### src/mtvb_pkg.sv
// Shared types and constants of the morph target vertex blend.
// No dependencies.
`default_nettype none
package mtvb_pkg;
  localparam int unsigned TARGET_SLOTS_DEF = 4;
  localparam int unsigned COMPONENTS_DEF   = 4;
  localparam int unsigned FRAC_BITS_DEF    = 16;
  localparam int unsigned ACC_W            = 48;
  localparam int unsigned CFG_IDX_W        = 3;

  // configuration register indexes
  localparam logic [CFG_IDX_W-1:0] REG_WEIGHT_0  = 3'd0;
  localparam logic [CFG_IDX_W-1:0] REG_WEIGHT_1  = 3'd1;
  localparam logic [CFG_IDX_W-1:0] REG_WEIGHT_2  = 3'd2;
  localparam logic [CFG_IDX_W-1:0] REG_WEIGHT_3  = 3'd3;
  localparam logic [CFG_IDX_W-1:0] REG_ENABLE    = 3'd4;
  localparam logic [CFG_IDX_W-1:0] REG_NORMALIZE = 3'd5;
  localparam logic [CFG_IDX_W-1:0] REG_COUNT     = 3'd6;

  // shared-unit operations
  typedef enum logic [1:0] {
    OP_NONE = 2'd0,
    OP_MUL  = 2'd1,
    OP_DIV  = 2'd2
  } alu_op_t;

  typedef struct packed {
    logic    start;
    alu_op_t op;
  } alu_ctl_t;
endpackage
`default_nettype wire

### src/mtvb_alu.sv
// Shared iterative unit: 64-bit unsigned multiply (one 32x32 partial product per
// cycle) and 64/64 restoring divide (one quotient bit per cycle).
// Depends on mtvb_pkg.
`default_nettype none
module mtvb_alu (
  input  wire logic              clk,
  input  wire logic              rst,
  input  wire mtvb_pkg::alu_ctl_t ctl,
  input  wire logic [63:0]       a,
  input  wire logic [63:0]       b,
  output logic [63:0]            result,
  output logic                   done
);
  import mtvb_pkg::*;

  alu_op_t     op;
  logic [6:0]  cnt;
  logic [63:0] opa;
  logic [63:0] opb;
  logic [63:0] acc;
  logic [63:0] rem;
  logic        busy;
  logic [63:0] pp;
  logic [64:0] rem_sh;
  logic [64:0] rem_sub;

  // partial product of the two selected 32-bit halves
  always_comb begin
    pp = 64'({32'd0, (cnt[1] ? opa[63:32] : opa[31:0])} *
             {32'd0, (cnt[0] ? opb[63:32] : opb[31:0])});
    rem_sh  = {rem, acc[63]};
    rem_sub = rem_sh - {1'b0, opb};
  end

  assign result = acc;

  always_ff @(posedge clk) begin
    if (rst) begin
      busy <= 1'b0;
      done <= 1'b0;
      op   <= OP_NONE;
      cnt  <= '0;
    end else begin
      done <= 1'b0;
      if (ctl.start) begin
        busy <= 1'b1;
        op   <= ctl.op;
        cnt  <= '0;
        opa  <= a;
        opb  <= b;
        rem  <= '0;
        acc  <= (ctl.op == OP_DIV) ? a : 64'd0;
      end else if (busy) begin
        unique case (op)
          OP_MUL: begin
            // weights: lo*lo, lo*hi<<32, hi*lo<<32, hi*hi dropped (mod 2^64)
            case (cnt[1:0])
              2'd0:    acc <= acc + pp;
              2'd1:    acc <= acc + {pp[31:0], 32'd0};
              2'd2:    acc <= acc + {pp[31:0], 32'd0};
              default: acc <= acc;
            endcase
            cnt <= cnt + 7'd1;
            if (cnt == 7'd3) begin
              busy <= 1'b0;
              done <= 1'b1;
            end
          end
          OP_DIV: begin
            if (!rem_sub[64]) begin
              rem <= rem_sub[63:0];
              acc <= {acc[62:0], 1'b1};
            end else begin
              rem <= rem_sh[63:0];
              acc <= {acc[62:0], 1'b0};
            end
            cnt <= cnt + 7'd1;
            if (cnt == 7'd63) begin
              busy <= 1'b0;
              done <= 1'b1;
            end
          end
          default: busy <= 1'b0;
        endcase
      end
    end
  end
endmodule
`default_nettype wire

### config.mk
export PLATFORM = sky130hd
export DESIGN_NAME = mtvb_alu
export DESIGN_NICKNAME = d
export VERILOG_FILES = /design/src/mtvb_pkg.sv /design/src/mtvb_alu.sv
export SDC_FILE = /design/constraint.sdc
export NUM_CORES = 2
export LEC_CHECK = 0
export BUFFER_PORTS_ARGS = -buffer_cell sky130_fd_sc_hd__buf_2
export CELL_PAD_IN_SITES_DETAIL_PLACEMENT = 1
export CELL_PAD_IN_SITES_GLOBAL_PLACEMENT = 2
export CORE_MARGIN = 3
export CORE_UTILIZATION = 42
export DETAILED_ROUTE_END_ITERATION = 8
export HOLD_SLACK_MARGIN = 0.15
export PLACE_DENSITY_LB_ADDON = 0.1
export RECOVER_POWER = 50
export SLEW_MARGIN = 20
export SYNTH_ARGS = -nofsm -noshare
export SYNTH_HDL_FRONTEND = slang
export SYNTH_SLANG_ARGS = --single-unit
### constraint.sdc
create_clock -name clk -period 14.56 [get_ports clk]
set_input_delay 0.728 -clock clk [delete_from_list [all_inputs] [get_ports clk]]
set_output_delay 0.728 -clock clk [all_outputs]
set_load 0.01 [all_outputs]
==> metrics.log <==
INFO  metric post_cts.resized_instances = 0
INFO  metric clock_sink_count = around 270
INFO  metric place_congestion = 0.966
INFO  metric fillerInstances = 14,300
INFO  metric synth-compound-area-share = 11.2%
INFO  metric worstSetupEndpointType = flop
INFO  metric synth-seq-area-share = roughly 15%
INFO  metric max-slew-margin-rel = -198%
INFO  metric cts_max_path_buffers = 3
INFO  metric worst-setup-path-type = flop to flop
INFO  metric groute.layer.met1.usage = 45.8%
INFO  metric ys_top_cells_by_count = 964 x sky130_fd_sc_hd__inv_1, 899 x sky130_fd_sc_hd__fa_1, 754 x sky130_fd_sc_hd__nor2_1, 676 x sky130_fd_sc_hd__nand2_1, 436 x sky130_fd_sc_hd__ha_1
INFO  metric max_slew.worst_pin.slew = 4470 ps
INFO  metric worstSetupStartpointType = flop
INFO  metric grt_pass1_vias = 46,400
INFO  metric final.setup.tns = 0 ps
INFO  metric fmax = 0.0807 GHz
INFO  metric global_route.overflow_total = 0
INFO  metric horizontal_die_dimension = 358 µm
INFO  metric chipHeight = 358 µm
INFO  metric floorplan.io_pins = 198
INFO  metric worst_ep_arrival_time = 12,760 ps
INFO  metric route.detailed.wl_per_inst = 27.7 µm
INFO  metric worst_path_largest_cell_delay = 760 ps
INFO  metric grtUsageMet2 = 52.2%
INFO  metric syn_nets = 7,240
INFO  metric drt_first_iter_violations = 3,239
INFO  metric floorplan.rows = 128
INFO  metric post_synth_mux_area_share = under 10%
INFO  metric synth_fa_ha_area_share = 45.0%
INFO  metric first_pass_iters = 5
INFO  metric cts_root_buffer = sky130_fd_sc_hd__clkbuf_16
INFO  metric skew = roughly 47 ps
INFO  metric synth_top_cells_by_area = sky130_fd_sc_hd__fa_1 35%, sky130_fd_sc_hd__edfxtp_1 15%, sky130_fd_sc_hd__ha_1 10%
INFO  metric grt_setup_unrepaired = false
INFO  metric netlist.top_cell.by_area = sky130_fd_sc_hd__fa_1
INFO  metric synth_most_common_cell = sky130_fd_sc_hd__inv_1
INFO  metric final_net_count = 7,357
INFO  metric synth_top_area_share = 34.5%
INFO  metric grt_first_pass_wirelength = 310 mm
INFO  metric cp_max_fo = 33
INFO  metric route.antenna.remaining_nets = 0
INFO  metric ys_warn_count = 0
INFO  metric cts_tree = built
INFO  metric top_usage_layer = met2
INFO  metric hold_viol = 0
INFO  metric core_area = 123,000 µm²
INFO  metric critical-path-top-cell-by-count = sky130_fd_sc_hd__fa_1
INFO  metric post-route-period-util = 85.1%
INFO  metric required = 14,930 ps
INFO  metric synth_enable_flop_cells = 256
INFO  metric numCtsBuffers = 39
INFO  metric cts.reportedPaths.clkPinSlew = 60 ps
INFO  metric final.setup.worst_slack = around 2200 ps
INFO  metric vias_per_cell = 5.72
INFO  metric clock_insertion_delay_at_the_later_pin_of_the_skew_report = just over 600 ps
INFO  metric grtUsageTotal = 33.0%
INFO  metric final_setup_violating_endpoints = 0
INFO  metric status = finished, violations left
INFO  metric initial_utilization = 42.5%
INFO  metric hold_path_class = primary input to flop
INFO  metric pin_count_of_the_biggest_net_entering_global_routing = just under 70
INFO  metric post_synth_and_or_nand_nor_area_fraction = roughly 14%
INFO  metric io_buffers = 197
INFO  metric fin_crit = 12,390 ps
INFO  metric syn_to_final_growth = 8.61%
INFO  metric drc_errors = 0
INFO  metric initial_antenna_violation_count = 15
INFO  metric synth_top_family_by_area = adder cells
INFO  metric synth-async-reset-ratio = 0%
INFO  metric routed_wirelength = about 210 mm
INFO  metric gr-usage-met3 = 5.62%
INFO  metric ctsHoldBuffers = 0
INFO  metric syn_inst = 5,772
INFO  metric syn-cell-area = 52,100 µm²
INFO  metric synthFlopType = sky130_fd_sc_hd__edfxtp_1
INFO  metric postSynthRegisterBits = 267
INFO  metric post-dp-hpwl = 169 mm
INFO  metric failed_checks = max-capacitance violations, max-slew violations
INFO  metric detailroute.via_count = 43,200
INFO  metric layout-drive-gt1-share = 6.49%
INFO  metric post-cts-setup-buffers = 0
INFO  metric timing.critical_path.slowest_stage_cell = sky130_fd_sc_hd__mux2i_4
INFO  metric post_synth.cell_area_avg = 9.03 µm²
INFO  metric ctsHtreeMaxLevel = 2
INFO  metric synth_cell_type_count = 98
INFO  metric max_cap_violations = 6
INFO  metric synthXorXnorAreaFrac = 3.51%
INFO  metric preCtsSetupSlack = 2240 ps
INFO  metric dieArea = 128,000 µm²
INFO  metric number_of_pins_exceeding_their_max_slew_limit_in_the_final_report = 287
[registers in the layout, summed over array words and instances (netlist names)]
register  cells
opb          64
cnt           7
opa          64
op            2
done          1
busy          1
result       64
rem          64
[critical path: cells and delay by family (launching register included)]
| kind | cells | cell delay [ps] |
|---|---|---|
| buffers and inverters | 5 | 720 |
| muxes | 2 | 970 |
| AOI/OAI and AO/OA | 17 | 4090 |
| adders and majority gates | 10 | 4690 |
| DFF | 1 | 750 |
| and+or+nand+nor | 4 | 680 |
| xor gates and xnor gates | 1 | 170 |
[per-stage QoR]
step	cells	utilization, %	cell area, µm²	hold WS, ps
after floorplan	5772	-	52100	462
after global placement	7470	45.3	55400	479
after detailed placement	7472	45.3	55500	484
after CTS	7544	46.3	56800	250
after global routing	7545	46.2	56600	258
final	7548	46.2	56600	283
[layout make-up]
type,count,area (µm²),share of cell area (%)
inverter,966,3630,6.41
antenna,3,7.51,0.0133
clock inverter,24,225,0.398
tap,1625,2030,3.59
sequential,267,7910,14.0
multi-input combinational,4294,40000,70.6
timing repair buffer,321,1790,3.16
clock buffer,48,1030,1.82
[layout by cell type, fill, tap and decap left out, types with 32 or more instances in the layout]
| cell type | n |
|---|---|
| sky130_fd_sc_hd__inv_1 | 964 |
| sky130_fd_sc_hd__fa_1 | 899 |
| sky130_fd_sc_hd__nor2_1 | 749 |
| sky130_fd_sc_hd__nand2_1 | 675 |
| sky130_fd_sc_hd__ha_1 | 436 |
| sky130_fd_sc_hd__a21oi_1 | 257 |
| sky130_fd_sc_hd__edfxtp_1 | 256 |
| sky130_fd_sc_hd__o21ai_0 | 155 |
| sky130_fd_sc_hd__clkbuf_1 | 142 |
| sky130_fd_sc_hd__xnor2_1 | 115 |
| sky130_fd_sc_hd__buf_4 | 115 |
| sky130_fd_sc_hd__a21o_1 | 107 |
| sky130_fd_sc_hd__xor2_1 | 91 |
| sky130_fd_sc_hd__mux2i_1 | 74 |
| sky130_fd_sc_hd__buf_2 | 69 |
| sky130_fd_sc_hd__o21ai_1 | 55 |
| sky130_fd_sc_hd__nand3_1 | 52 |
| sky130_fd_sc_hd__nand4_1 | 41 |
| sky130_fd_sc_hd__clkbuf_16 | 40 |
| sky130_fd_sc_hd__nor3_1 | 35 |
| sky130_fd_sc_hd__mux2_2 | 34 |
| sky130_fd_sc_hd__a22oi_1 | 33 |
| sky130_fd_sc_hd__o21bai_1 | 32 |
[logic make-up after synthesis]
group | count (synthesis)
and+or+nand+nor | 1708
AOI/OAI and AO/OA | 907
DFF | 267
adders and majority gates | 1335
xor gates and xnor gates | 208
muxes | 136
buffers and inverters | 1211
[per-layer routing]
| layer | wire length [µm] | vias to the layer above | share of wire (%) |
|---|---|---|---|
| li1 | - | 18800 | - |
| met1 | 90400 | 22500 | 43 |
| met2 | 94400 | 1508 | 45 |
| met3 | 15400 | 356 | 7.4 |
| met4 | 9000 | 2 | 4.3 |
| met5 | 14 | - | 0.0067 |
[final timing paths]
check	startpoint	endpoint	slack [ps]	cells after the start
max	cnt[1]$_SDFFE_PP0P_	result[63]$_DFFE_PP_	2170	39
min	b[35]	opb[35]$_DFFE_PP_	280	1
max reg2reg	cnt[1]$_SDFFE_PP0P_	result[63]$_DFFE_PP_	2170	39
min reg2reg	op[1]$_SDFFE_PP0P_	op[1]$_SDFFE_PP0P_	490	2
Power is left out: the tool's default activity adds up to more than one toggle a clock period on the data nets, which glitch-free logic cannot reach.
